===== src/design/smam_pkg.sv =====
// Shared types and constants for the sparse matrix add/merge core.
// Used by smam_front, smam_back and the top level; no dependencies.
package smam_pkg;

    localparam int IDX_W  = 11;
    localparam int VAL_W  = 32;
    localparam int MODE_W = 2;
    localparam int DATA_W = 56;
    localparam int USER_W = 2;

    localparam int Q_DEPTH = 4;
    localparam int Q_PTR_W = 2;
    localparam int Q_CNT_W = 3;

    localparam logic [MODE_W-1:0] MODE_LOAD_A  = 2'd0;
    localparam logic [MODE_W-1:0] MODE_LOAD_B  = 2'd1;
    localparam logic [MODE_W-1:0] MODE_COMPUTE = 2'd2;

    localparam logic         REG_ROWS_IN_USE = 1'b0;
    localparam logic [IDX_W-1:0] ROWS_RESET  = 11'd1024;

    typedef enum logic [1:0] {
        CMD_LOAD_A,
        CMD_LOAD_B,
        CMD_COMPUTE
    } cmd_kind_t;

    typedef struct packed {
        logic [IDX_W-1:0]        row;
        logic [IDX_W-1:0]        col;
        logic signed [VAL_W-1:0] value;
    } entry_t;

    typedef struct packed {
        cmd_kind_t kind;
        entry_t    ent;
    } cmd_t;

    typedef struct packed {
        entry_t ent;
        logic   valid;
        logic   last;
        logic   ovf;
    } result_t;

endpackage


===== src/design/smam_front.sv =====
// Front end: accepts input transfers, classifies the mode and queues commands.
// Depends on smam_pkg.
module smam_front
(
    input  logic                          clk,
    input  logic                          rst_n,
    input  logic                          s_tvalid,
    output logic                          s_tready,
    input  logic [smam_pkg::DATA_W-1:0]   s_tdata,
    input  logic [smam_pkg::USER_W-1:0]   s_tuser,
    output logic                          cmd_valid,
    output smam_pkg::cmd_t                cmd,
    input  logic                          cmd_pop
);

    smam_pkg::cmd_t                  q_mem [smam_pkg::Q_DEPTH];
    logic [smam_pkg::Q_PTR_W-1:0]    wr_ptr_reg, wr_ptr_next;
    logic [smam_pkg::Q_PTR_W-1:0]    rd_ptr_reg, rd_ptr_next;
    logic [smam_pkg::Q_CNT_W-1:0]    cnt_reg, cnt_next;
    smam_pkg::cmd_t                  in_cmd;
    logic                            in_known;
    logic                            push;
    logic                            pop;

    always_comb
    begin
        in_cmd.ent.row   = s_tdata[10:0];
        in_cmd.ent.col   = s_tdata[21:11];
        in_cmd.ent.value = s_tdata[53:22];
        in_cmd.kind      = smam_pkg::CMD_COMPUTE;
        in_known         = 1'b1;
        unique case (s_tuser)
            smam_pkg::MODE_LOAD_A:  in_cmd.kind = smam_pkg::CMD_LOAD_A;
            smam_pkg::MODE_LOAD_B:  in_cmd.kind = smam_pkg::CMD_LOAD_B;
            smam_pkg::MODE_COMPUTE: in_cmd.kind = smam_pkg::CMD_COMPUTE;
            default:                in_known    = 1'b0;
        endcase
    end

    assign s_tready  = (cnt_reg != smam_pkg::Q_CNT_W'(smam_pkg::Q_DEPTH));
    assign push      = s_tvalid && s_tready && in_known;
    assign cmd_valid = (cnt_reg != '0);
    assign pop       = cmd_pop && cmd_valid;
    assign cmd       = q_mem[rd_ptr_reg];

    always_comb
    begin
        wr_ptr_next = push ? wr_ptr_reg + 1'b1 : wr_ptr_reg;
        rd_ptr_next = pop ? rd_ptr_reg + 1'b1 : rd_ptr_reg;
        cnt_next    = cnt_reg + smam_pkg::Q_CNT_W'(push) - smam_pkg::Q_CNT_W'(pop);
    end

    always_ff @(posedge clk)
    begin
        if (push)
        begin
            q_mem[wr_ptr_reg] <= in_cmd;
        end
    end

    always_ff @(posedge clk or negedge rst_n)
    begin
        if (!rst_n)
        begin
            wr_ptr_reg <= '0;
            rd_ptr_reg <= '0;
            cnt_reg    <= '0;
        end
        else
        begin
            wr_ptr_reg <= wr_ptr_next;
            rd_ptr_reg <= rd_ptr_next;
            cnt_reg    <= cnt_next;
        end
    end

endmodule


===== src/design/smam_back.sv =====
// Back end: holds the A and B entry stores, runs the sorted merge and drives
// the output register. Depends on smam_pkg.
module smam_back
#(
    parameter int MAX_ENTRIES = 32,
    parameter int MAX_DIM     = 1024
)
(
    input  logic                          clk,
    input  logic                          rst_n,
    input  logic                          cmd_valid,
    input  smam_pkg::cmd_t                cmd,
    output logic                          cmd_pop,
    input  logic [smam_pkg::IDX_W-1:0]    rows_in_use,
    output logic                          out_valid,
    output smam_pkg::result_t             out_res,
    input  logic                          out_ready
);

    localparam int CNT_W = $clog2(MAX_ENTRIES + 1);
    localparam int IX_W  = (MAX_ENTRIES > 1) ? $clog2(MAX_ENTRIES) : 1;

    typedef enum logic {
        ST_IDLE,
        ST_MERGE
    } state_t;

    smam_pkg::entry_t    a_mem [MAX_ENTRIES];
    smam_pkg::entry_t    b_mem [MAX_ENTRIES];

    state_t              state_reg, state_next;
    logic [CNT_W-1:0]    a_cnt_reg, a_cnt_next;
    logic [CNT_W-1:0]    b_cnt_reg, b_cnt_next;
    logic [CNT_W-1:0]    ia_reg, ia_next;
    logic [CNT_W-1:0]    ib_reg, ib_next;
    logic                ovf_reg, ovf_next;
    logic                pend_valid_reg, pend_valid_next;
    smam_pkg::result_t   pend_reg, pend_next;
    logic                out_valid_reg, out_valid_next;
    smam_pkg::result_t   out_reg, out_next;

    logic                a_we, b_we;
    logic                slot_free;
    smam_pkg::entry_t    ea, eb;
    logic                has_a, has_b, a_ok, b_ok;
    logic [2*smam_pkg::IDX_W-1:0] key_a, key_b;
    logic signed [smam_pkg::VAL_W:0] sum_wide;
    logic signed [smam_pkg::VAL_W-1:0] sum_sat;
    smam_pkg::result_t   r;
    logic                adv_a, adv_b;

    function automatic logic row_ok(input logic [smam_pkg::IDX_W-1:0] row,
                                    input logic [smam_pkg::IDX_W-1:0] lim);
        logic ok;
        ok = (row != '0) && (row <= lim) && ({21'b0, row} <= 32'(MAX_DIM));
        return ok;
    endfunction

    assign ea    = a_mem[ia_reg[IX_W-1:0]];
    assign eb    = b_mem[ib_reg[IX_W-1:0]];
    assign has_a = (ia_reg < a_cnt_reg);
    assign has_b = (ib_reg < b_cnt_reg);
    assign a_ok  = row_ok(ea.row, rows_in_use);
    assign b_ok  = row_ok(eb.row, rows_in_use);
    assign key_a = {ea.row, ea.col};
    assign key_b = {eb.row, eb.col};

    always_comb
    begin
        sum_wide = {ea.value[smam_pkg::VAL_W-1], ea.value}
                 + {eb.value[smam_pkg::VAL_W-1], eb.value};
        if (sum_wide[smam_pkg::VAL_W] != sum_wide[smam_pkg::VAL_W-1])
        begin
            sum_sat = sum_wide[smam_pkg::VAL_W]
                    ? {1'b1, {(smam_pkg::VAL_W-1){1'b0}}}
                    : {1'b0, {(smam_pkg::VAL_W-1){1'b1}}};
        end
        else
        begin
            sum_sat = sum_wide[smam_pkg::VAL_W-1:0];
        end
    end

    always_comb
    begin
        r.valid = 1'b1;
        r.last  = 1'b0;
        r.ovf   = ovf_reg;
        adv_a   = 1'b0;
        adv_b   = 1'b0;
        if (has_a && has_b && key_a == key_b)
        begin
            r.ent       = ea;
            r.ent.value = sum_sat;
            adv_a       = 1'b1;
            adv_b       = 1'b1;
        end
        else if (has_a && (!has_b || key_a < key_b))
        begin
            r.ent = ea;
            adv_a = 1'b1;
        end
        else
        begin
            r.ent = eb;
            adv_b = 1'b1;
        end
    end

    assign slot_free = !out_valid_reg || out_ready;

    always_comb
    begin
        state_next      = state_reg;
        a_cnt_next      = a_cnt_reg;
        b_cnt_next      = b_cnt_reg;
        ia_next         = ia_reg;
        ib_next         = ib_reg;
        ovf_next        = ovf_reg;
        pend_valid_next = pend_valid_reg;
        pend_next       = pend_reg;
        out_next        = out_reg;
        out_valid_next  = out_valid_reg && !out_ready;
        cmd_pop         = 1'b0;
        a_we            = 1'b0;
        b_we            = 1'b0;
        unique case (state_reg)
            ST_IDLE:
            begin
                if (cmd_valid)
                begin
                    cmd_pop = 1'b1;
                    unique case (cmd.kind)
                        smam_pkg::CMD_LOAD_A:
                        begin
                            if (a_cnt_reg < CNT_W'(MAX_ENTRIES))
                            begin
                                a_we       = 1'b1;
                                a_cnt_next = a_cnt_reg + 1'b1;
                            end
                            else
                            begin
                                ovf_next = 1'b1;
                            end
                        end
                        smam_pkg::CMD_LOAD_B:
                        begin
                            if (b_cnt_reg < CNT_W'(MAX_ENTRIES))
                            begin
                                b_we       = 1'b1;
                                b_cnt_next = b_cnt_reg + 1'b1;
                            end
                            else
                            begin
                                ovf_next = 1'b1;
                            end
                        end
                        smam_pkg::CMD_COMPUTE:
                        begin
                            ia_next         = '0;
                            ib_next         = '0;
                            pend_valid_next = 1'b0;
                            state_next      = ST_MERGE;
                        end
                        default:
                        begin
                        end
                    endcase
                end
            end
            ST_MERGE:
            begin
                if ((has_a && !a_ok) || (has_b && !b_ok))
                begin
                    if (has_a && !a_ok)
                    begin
                        ia_next = ia_reg + 1'b1;
                    end
                    if (has_b && !b_ok)
                    begin
                        ib_next = ib_reg + 1'b1;
                    end
                end
                else if (!has_a && !has_b)
                begin
                    if (slot_free)
                    begin
                        if (pend_valid_reg)
                        begin
                            out_next      = pend_reg;
                            out_next.last = 1'b1;
                        end
                        else
                        begin
                            out_next.ent   = '0;
                            out_next.valid = 1'b0;
                            out_next.last  = 1'b1;
                            out_next.ovf   = ovf_reg;
                        end
                        out_valid_next  = 1'b1;
                        pend_valid_next = 1'b0;
                        a_cnt_next      = '0;
                        b_cnt_next      = '0;
                        ovf_next        = 1'b0;
                        state_next      = ST_IDLE;
                    end
                end
                else if (!pend_valid_reg || slot_free)
                begin
                    if (pend_valid_reg)
                    begin
                        out_next       = pend_reg;
                        out_valid_next = 1'b1;
                    end
                    pend_next       = r;
                    pend_valid_next = 1'b1;
                    ia_next         = adv_a ? ia_reg + 1'b1 : ia_reg;
                    ib_next         = adv_b ? ib_reg + 1'b1 : ib_reg;
                end
            end
            default:
            begin
            end
        endcase
    end

    always_ff @(posedge clk)
    begin
        if (a_we)
        begin
            a_mem[a_cnt_reg[IX_W-1:0]] <= cmd.ent;
        end
        if (b_we)
        begin
            b_mem[b_cnt_reg[IX_W-1:0]] <= cmd.ent;
        end
    end

    always_ff @(posedge clk or negedge rst_n)
    begin
        if (!rst_n)
        begin
            state_reg      <= ST_IDLE;
            a_cnt_reg      <= '0;
            b_cnt_reg      <= '0;
            ia_reg         <= '0;
            ib_reg         <= '0;
            ovf_reg        <= 1'b0;
            pend_valid_reg <= 1'b0;
            pend_reg       <= '0;
            out_valid_reg  <= 1'b0;
            out_reg        <= '0;
        end
        else
        begin
            state_reg      <= state_next;
            a_cnt_reg      <= a_cnt_next;
            b_cnt_reg      <= b_cnt_next;
            ia_reg         <= ia_next;
            ib_reg         <= ib_next;
            ovf_reg        <= ovf_next;
            pend_valid_reg <= pend_valid_next;
            pend_reg       <= pend_next;
            out_valid_reg  <= out_valid_next;
            out_reg        <= out_next;
        end
    end

    assign out_valid = out_valid_reg;
    assign out_res   = out_reg;

endmodule


===== src/design/sparse_matrix_add_merge_core.sv =====
// Top level of the sparse matrix add/merge core: configuration port, front
// queue and merge back end. Depends on smam_pkg, smam_front and smam_back.
//
// Usage:
//   The slave stream carries one item per transfer; s_tuser selects load A,
//   load B or compute, s_tdata holds row, column and value of a load.
//   Loads past capacity are dropped and flagged. A compute walks both stores
//   one step per cycle while the output is not stalled: a step takes one
//   entry, an equal-key pair, or one skipped entry from each store, and the
//   compute emits its results on the master stream, the final one with
//   m_tlast high. A result formed by the merge passes through the pending
//   register and then the output register before it leaves.
//   A four-deep command queue decouples the ports: loads keep being taken
//   while a merge runs or the receiver stalls, until the queue is full.
//   A stalled output holds its transfer and the merge pauses behind it.
//   Reset empties both stores and the queue, clears the overflow flag and
//   sets rows_in_use to 1024, at byte address 0 of the APB port. The user
//   must write it only while the block is idle; the block does not enforce it.
module sparse_matrix_add_merge_core
#(
    parameter int MAX_ENTRIES = 32,
    parameter int MAX_DIM     = 1024
)
(
    input  logic        clk,
    input  logic        rst_n,
    // configuration port
    input  logic        psel,
    input  logic        penable,
    input  logic        pwrite,
    input  logic [2:0]  paddr,
    input  logic [31:0] pwdata,
    output logic [31:0] prdata,
    output logic        pready,
    // input stream
    input  logic        s_tvalid,
    output logic        s_tready,
    input  logic [55:0] s_tdata,   // row_index[10:0], col_index[21:11], entry_value[53:22]
    input  logic [1:0]  s_tuser,   // mode[1:0]
    // output stream
    output logic        m_tvalid,
    input  logic        m_tready,
    output logic [55:0] m_tdata,   // out_row[10:0], out_col[21:11], out_value[53:22]
    output logic [1:0]  m_tuser,   // entry_valid[0], overflow_seen[1]
    output logic        m_tlast    // last_entry
);

    logic [smam_pkg::IDX_W-1:0] rows_reg, rows_next;
    logic                       cfg_wr;
    logic                       cmd_valid;
    smam_pkg::cmd_t             cmd;
    logic                       cmd_pop;
    smam_pkg::result_t          res;

    assign pready = 1'b1;
    assign cfg_wr = psel && penable && pwrite && pready
                  && (paddr[2] == smam_pkg::REG_ROWS_IN_USE);
    assign rows_next = cfg_wr ? pwdata[10:0] : rows_reg;
    assign prdata = (paddr[2] == smam_pkg::REG_ROWS_IN_USE) ? {21'b0, rows_reg} : 32'b0;

    always_ff @(posedge clk or negedge rst_n)
    begin
        if (!rst_n)
        begin
            rows_reg <= smam_pkg::ROWS_RESET;
        end
        else
        begin
            rows_reg <= rows_next;
        end
    end

    smam_front u_front
    (
        .clk       (clk),
        .rst_n     (rst_n),
        .s_tvalid  (s_tvalid),
        .s_tready  (s_tready),
        .s_tdata   (s_tdata),
        .s_tuser   (s_tuser),
        .cmd_valid (cmd_valid),
        .cmd       (cmd),
        .cmd_pop   (cmd_pop)
    );

    smam_back
    #(
        .MAX_ENTRIES (MAX_ENTRIES),
        .MAX_DIM     (MAX_DIM)
    )
    u_back
    (
        .clk         (clk),
        .rst_n       (rst_n),
        .cmd_valid   (cmd_valid),
        .cmd         (cmd),
        .cmd_pop     (cmd_pop),
        .rows_in_use (rows_reg),
        .out_valid   (m_tvalid),
        .out_res     (res),
        .out_ready   (m_tready)
    );

    assign m_tdata = {2'b00, res.ent.value, res.ent.col, res.ent.row};
    assign m_tuser = {res.ovf, res.valid};
    assign m_tlast = res.last;

endmodule


===== config.mk =====
export PLATFORM = sky130hd
export DESIGN_NAME = sparse_matrix_add_merge_core
export DESIGN_NICKNAME = d
export VERILOG_FILES = /design/src/design/smam_pkg.sv /design/src/design/smam_front.sv /design/src/design/smam_back.sv /design/src/design/sparse_matrix_add_merge_core.sv
export SDC_FILE = /design/constraint.sdc
export NUM_CORES = 2
export LEC_CHECK = 0
export BUFFER_PORTS_ARGS = -buffer_cell sky130_fd_sc_hd__buf_2
export CORE_MARGIN = 5
export CORE_UTILIZATION = 40
export CTS_CLUSTER_SIZE = 25
export DETAILED_ROUTE_END_ITERATION = 7
export PLACE_DENSITY = 0.55
export SYNTH_ARGS = -nofsm -noshare
export SYNTH_HDL_FRONTEND = slang
export SYNTH_HIERARCHICAL = 1
export SYNTH_SLANG_ARGS = --single-unit
export TNS_END_PERCENT = 1

===== constraint.sdc =====
create_clock -name clk -period 7.9 [get_ports clk]
set_input_delay 0.79 -clock clk [delete_from_list [all_inputs] [get_ports clk]]
set_output_delay 0.79 -clock clk [all_outputs]
set_load 0.02 [all_outputs]

# ---- Word level (Yosys, flattened, before mapping)
# Memories as Yosys holds them, arrays and structs flattened.
# Index checks and enable logic that the tools add are counted.
dict set report op_classes {
  n_addsub 9
  mul 0
  div 0
  magnitude_cmp 9
  n_eq_ne 28
  n_shift 0
  mux 83
  n_bitwise 4
  reduce_logical 44
}
# op n
set ops {}
lappend ops {{two-way mux 57 bit} 5}
lappend ops {{two-way mux 6 bit} 21}
lappend ops {{two-way mux 54 bit} 2}
lappend ops {{two-way mux 32 bit} 2}
lappend ops {{case mux 6 bit (2 select lines)} 4}
lappend ops {{two-way mux 1 bit} 43}
lappend ops {{!= test 3 bit (second input constant)} 12}
lappend ops {{adder 32 x 32 -> 33 bit} 1}
lappend ops {{adder 6 x 1 -> 6 bit (second input constant)} 4}
lappend ops {{AND reduction 6 bit} 4}
lappend ops {{== test 22 bit} 1}
lappend ops {{<= comparator 11 bit} 2}
lappend ops {{<= comparator 11 bit (second input constant)} 2}
lappend ops {{less-than comparator 22 bit} 1}
lappend ops {{nonzero test 11 bit} 2}
lappend ops {{logical AND 1 bit} 17}
lappend ops {{less-than comparator 6 bit} 2}
lappend ops {{less-than comparator 6 bit (second input constant)} 2}
lappend ops {{!= test 2 bit (second input constant)} 6}
lappend ops {{two-way mux 11 bit} 1}
lappend ops {{AND reduction 5 bit} 2}
lappend ops {{!= test 2 x 1 -> 1 bit (second input constant)} 4}
lappend ops {{case mux 1 bit (2 select lines)} 4}
lappend ops {{zero test 1 bit} 7}
lappend ops {{other kinds (15)} 26}
dict set report totals {
  regBits 159
  latchBits 0
  ramBits 3680
  rom_bits 0
  input_bits 100
  output_inout_bits 94
  wordCells 203
  mem_count 3
}
# memory depth width read_ports rd_ports_with_merged_regs write_ports line_no
set memory_table {}
lappend memory_table {u_back.a_mem 32 54 1 0 1 smam_back.sv:28} ;# smam_pkg::entry_t a_mem [MAX_ENTRIES];
lappend memory_table {u_back.b_mem 32 54 1 0 1 smam_back.sv:29} ;# smam_pkg::entry_t b_mem [MAX_ENTRIES];
lappend memory_table {u_front.q_mem 4 56 1 0 1 smam_front.sv:16} ;# smam_pkg::cmd_t q_mem [smam_pkg::Q_DEPTH];

# ---- Logic depth before layout (Yosys ltp)
dict set report logic_depth {
  word_depth 11
  mapped_depth 29
}

# ---- By module
# Netlist, hierarchy kept.
# module n_inst cells_each area_per_inst_um2 seq_area_each_um2
set modules_own_cells {}
lappend modules_own_cells {smam_back 1 6511 141431.9 107307.9}
lappend modules_own_cells {smam_front 1 332 8498.2 6901.6}
lappend modules_own_cells {sparse_matrix_add_merge_core 1 62 734.5 276.5}

# ---- Least setup slack after synthesis
# Ideal clock, no wire load.
dict set report synth_timing {
  kind {register -> register}
  start {register u_back.ib_reg[0]}
  end {register u_back/pend_reg[12] in the netlist's numbering}
  setup_time_ps 125
  t_arrival_ps 7758
  required_time_ps 7775
  slack_ps 18
  path_stages_with_launch 28
  path_buffers 8
  synth_period_minus_slack_ps 7882
  path_cell_list {dfrtp_1 > buf_2 > buf_2 > buf_4 > buf_2 > buf_2 > buf_1 > buf_2 > mux4_2 > mux4_2 > nand2_1 > nand2_1 > ha_1 > a21o_1 > a21o_1 > o21ai_0 > o31ai_1 > a311oi_1 > o211ai_1 > a2111oi_0 > o31ai_1 > a21oi_1 > xnor2_1 > ha_1 > a21oi_1 > clkbuf_1 > a21oi_1 > mux2_2}
}
dict set report synth_between {
  elab_chain_cells 9
  word_cells_on_any_way 27
  classes_between {1 x add/sub; 4 x order compare; 2 x eq/ne; 4 x mux; 2 x bitwise; 13 x reduce/logical; 1 x memory}
}
# item line_no
set synth_rtl {}
lappend synth_rtl {{start: declaration} smam_back.sv:35} ;# logic [CNT_W-1:0] ib_reg, ib_next;
lappend synth_rtl {{start signal: assignment} smam_back.sv:260} ;# ib_reg <= ib_next;
lappend synth_rtl {{parallel branches: the longest is 9 deep, another holds memory (32 x 54 bit)} n/a}
lappend synth_rtl {{end signal: assignment} smam_back.sv:263} ;# pend_reg <= pend_next;
lappend synth_rtl {{end: declaration} smam_back.sv:38} ;# smam_pkg::result_t pend_reg, pend_next;
# Several ways; the timed one is not identified.
# A chain may end at the register's enable or synchronous reset.

# ---- Worst setup path after layout
dict set report layout_timing {
  start {register u_back.ia_reg[0]}
  end {register u_back/pend_reg[14] in the netlist's numbering}
}
dict set report layout_between {
  elab_chain_cells 9
  word_cells_on_any_way 27
  classes_between {1 x add/sub; 4 x order compare; 2 x eq/ne; 4 x mux; 2 x bitwise; 13 x reduce/logical; 1 x memory}
}
# item line_no
set layout_rtl {}
lappend layout_rtl {{start: declaration} smam_back.sv:34} ;# logic [CNT_W-1:0] ia_reg, ia_next;
lappend layout_rtl {{start signal: assignment} smam_back.sv:259} ;# ia_reg <= ia_next;
lappend layout_rtl {{parallel branches: the longest is 9 deep, another holds memory (32 x 54 bit)} n/a}
# Several ways; the timed one is not identified.

==> summary.md <==
| Metric | Value |
|---|---|
| Outcome | `finished clean` |
| CTS root buffer | `clkbuf_16` |
| Syn Inst Count | `6905` |
| Post-synth EDFFs | `3680` |
| Crit path time final | `7.52 ns` |
| Fmax | `133 MHz` |
| Sw power | `0.0238 W` |
| Synth async-reset ratio | `0.0414` |
| Layout Nets | `7630` |
| Max H-tree Level | `5` |
| Maximum vdd drop | `0.589 mV` |
| Final setup TNS | `0 ns` |
| I/O Pins | `194` |
| Setup Buffers After CTS | `0` |
| DP HPWL | `238000 um` |
| Synth Flop Type | `edfxtp_1` |
| HP Class | `in2reg` |
| Final ANT Viol Nets | `0` |
| Syn Area/Cell | `21.8 sq um` |
| Flop pwr share | `0.393` |
| Critical Path Start Type | `flip-flop` |
| Total number of vias | `74200` |
| Cts bufs inserted | `397` |
| CP required | `8.74 ns` |
| P per Cell Area | `406 mW/mm^2` |
| CTS resizes | `0` |
| Clock latency on the worst-skew pair | `0.98 ns` |
| CTS clock-pin slew for the worst setup and hold paths | `0.06 ns` |
| Switch share | `0.340` |
| Initial antenna violation count | `18` |
| Residual DRC count | `0` |
| Cell variety after synth | `83` |
| Initial Utilization | `0.401` |
| Clock Skew | `0.0610 ns` |
| Kind of critical path | `reg2reg` |
| Setup violators final | `0` |
| Share of layout cells above drive strength 1 | `0.284` |
| Clock power share | `0.263` |
| Worst Max-Slew Pin Slew | `1.30 ns` |
| Post-layout util | `0.460` |
| Total gr overflow | `0` |
| Vias in the first global route | `75300` |
| Die span in y | `624 um` |
| Final Cycle Share | `0.952` |
| Max-cap violation count | `0` |
| Pint | `0.0462 W` |
| Row count | `225` |
| Critical path data arrival time | `8.36 ns` |
| RSZ-0062 raised after global routing | `no` |
| WL/cell | `32.9 um` |
| CP endpoint kind | `flip-flop` |
| Slew Limit Fails | `0` |
| Drt first-iter violations | `8100` |
| Critical path fanouts, max | `25` |
| GRT Util Overall | `0.213` |
| Pin count of the biggest net entering global routing | `89` |
| GP Congestion | `0.829` |
| Synthesized cell area | `0.151 sq mm` |
| Clk sinks | `3839` |
| CTS max path bufs | `4` |
| Seq/Total Area, Yosys | `0.760` |
| Pre-Repair DR Iteration Count | `6` |
| CTS tree | `yes` |
| Final hold vios | `0` |
| Slew margin rel. | `0.132` |
| First-pass GRT wire length | `588000 um` |
| Power share of the combinational group | `0.344` |
| Die ar. | `0.389 sq mm` |
| Number of synthesis warnings | `6` |
| Leakage | `55.1 nW` |
| DR vias/cell | `5.81` |
| Area delta synth->final | `14.5%` |
| Flops & latches, synth | `3839` |
| Port bufs | `144` |
| Core area | `0.376 sq mm` |
| Routed Wire Length | `421000 um` |
| Die span in x | `624 um` |
worst max-delay path, stage by stage (launching register included):
cell	delay, ns
dfrtp_4	0.71
buf_12	0.29
mux4_2	0.55
mux4_2	0.54
nand2_1	0.11
nand2_1	0.19
ha_1	0.40
a21o_1	0.19
a21o_1	0.19
o21ai_0	0.47
o31ai_1	0.28
a311oi_1	0.66
o211ai_1	0.26
a2111oi_0	0.45
buf_4	0.19
o31ai_1	0.08
a21oi_1	0.28
xnor2_1	0.16
ha_1	0.32
buf_4	0.20
a21oi_4	0.12
buf_4	0.28
a21oi_1	0.12
mux2_2	0.27
final timing paths:
path / from / end / slack (ns) / cells past startpoint
max: u_back/ia_reg[0]$_DFFE_PN0P_ / u_back/pend_reg[14]$_DFFE_PN0P_ / 0.38 / 23
max reg2reg: u_back/ia_reg[0]$_DFFE_PN0P_ / u_back/pend_reg[14]$_DFFE_PN0P_ / 0.38 / 23
min in group asynchronous: rst_n / u_back/b_cnt_reg[5]$_DFFE_PN0P_ / 0.41 / 2
min reg2reg: u_back/pend_reg[2]$_DFFE_PN0P_ / u_back/pend_reg[2]$_DFFE_PN0P_ / 0.47 / 2
max in group asynchronous: rst_n / u_back/out_res[41]$_DFFE_PN0P_ / 5.35 / 4
min: s_tdata[21] / u_front/q_mem[3][42]$_DFFE_PP_ / 0.07 / 1
cell families after synthesis:
group	after synthesis	share of synthesized area
AND/OR/NAND/NOR	696	0.0205
AO/OA/AOI/OAI	414	0.0211
multiplexers	1268	0.171
adder cells (fa/ha/maj)	106	0.00890
XOR/XNOR	33	0.00192
flip-flops	3839	0.760
buffers and inverters	547	0.0164
other	2	0.0000498
cell type report:
cell class	count	area [sq um]
diodes	15	37.5
clock buffers	491	10500
clock inverters	242	2290
fillers	31200	203000
inverters	180	688
multi-input cells	2541	34300
flip-flops and latches	3839	115000
well taps	4994	6250
repair buffers	465	3980
metrics by stage:
step,area (sq um),total power (W),hold WS [ns],setup slack (ns),std cells
after floorplan,151000,0.0431,0.428,0.0178,6927
after global placement,159000,0.0517,0.449,0.386,12000
after detailed placement,159000,0.0521,0.450,0.565,12000
after CTS,173000,0.0706,0.00155,0.506,12800
after global routing,173000,0.0732,0.0456,0.267,12800
final,173000,0.0700,0.0735,0.380,12800
metal layers:
layer	part of all wire	wire length, um	track usage	up-vias
li1	-	-	-	29800
met1	0.41	173000	0.299	40800
met2	0.48	203000	0.347	2914
met3	0.072	30200	0.0330	666
met4	0.033	13800	0.0649	2
met5	0.000029	12	0	-
power groups by stage:
| stage | Clock [W] | Sequential, W | Combinational [W] |
|---|---|---|---|
| 2_1_floorplan | 0 | 0.0274 | 0.0157 |
| 3_3_place_gp | 0 | 0.0279 | 0.0239 |
| 3_5_place_dp | 0 | 0.0279 | 0.0242 |
| 4_1_cts | 0.0188 | 0.0275 | 0.0243 |
| 5_1_grt | 0.0196 | 0.0276 | 0.0260 |
| 6_report | 0.0184 | 0.0275 | 0.0241 |
cells in the final DEF (no fill, tap or decap), types with 81 or more instances in the layout:
master,synthesis,routed
a21oi_1,91,89
buf_2,82,143
buf_4,33,208
clkbuf_1,183,81
clkbuf_16,0,403
clkinv_1,4,97
dfrtp_1,158,147
edfxtp_1,3680,3680
ha_1,104,104
inv_1,176,174
mux2i_1,165,165
mux4_2,1025,1025
nand2_1,342,342
nand3_1,82,82
nor2_1,152,87
cell usage after synthesis (13+ instances only):
cell | number | area (sq um)
edfxtp_1 | 3680 | 111000
mux4_2 | 1025 | 23100
nand2_1 | 342 | 1280
clkbuf_1 | 183 | 687
inv_1 | 176 | 661
mux2i_1 | 165 | 1650
dfrtp_1 | 158 | 3950
nor2_1 | 152 | 571
ha_1 | 104 | 1300
a21oi_1 | 91 | 455
buf_2 | 82 | 410
nand3_1 | 82 | 410
o21ai_0 | 61 | 305
mux2_2 | 58 | 653
a22oi_1 | 57 | 428
buf_1 | 54 | 203
o32ai_2 | 40 | 651
buf_4 | 33 | 248
nor2b_1 | 27 | 169
a21o_1 | 26 | 195
xnor2_1 | 20 | 175
a22o_1 | 18 | 158
o32ai_1 | 18 | 158
a221oi_1 | 17 | 149
nand2b_1 | 13 | 81.3
xor2_1 | 13 | 114
timing repair:
action	in CTS	in global routing
endpoints found under the hold margin	267	0
hold buffers	57	0
setup endpoints to repair	0	0
(Power assumes the default switching activity.)
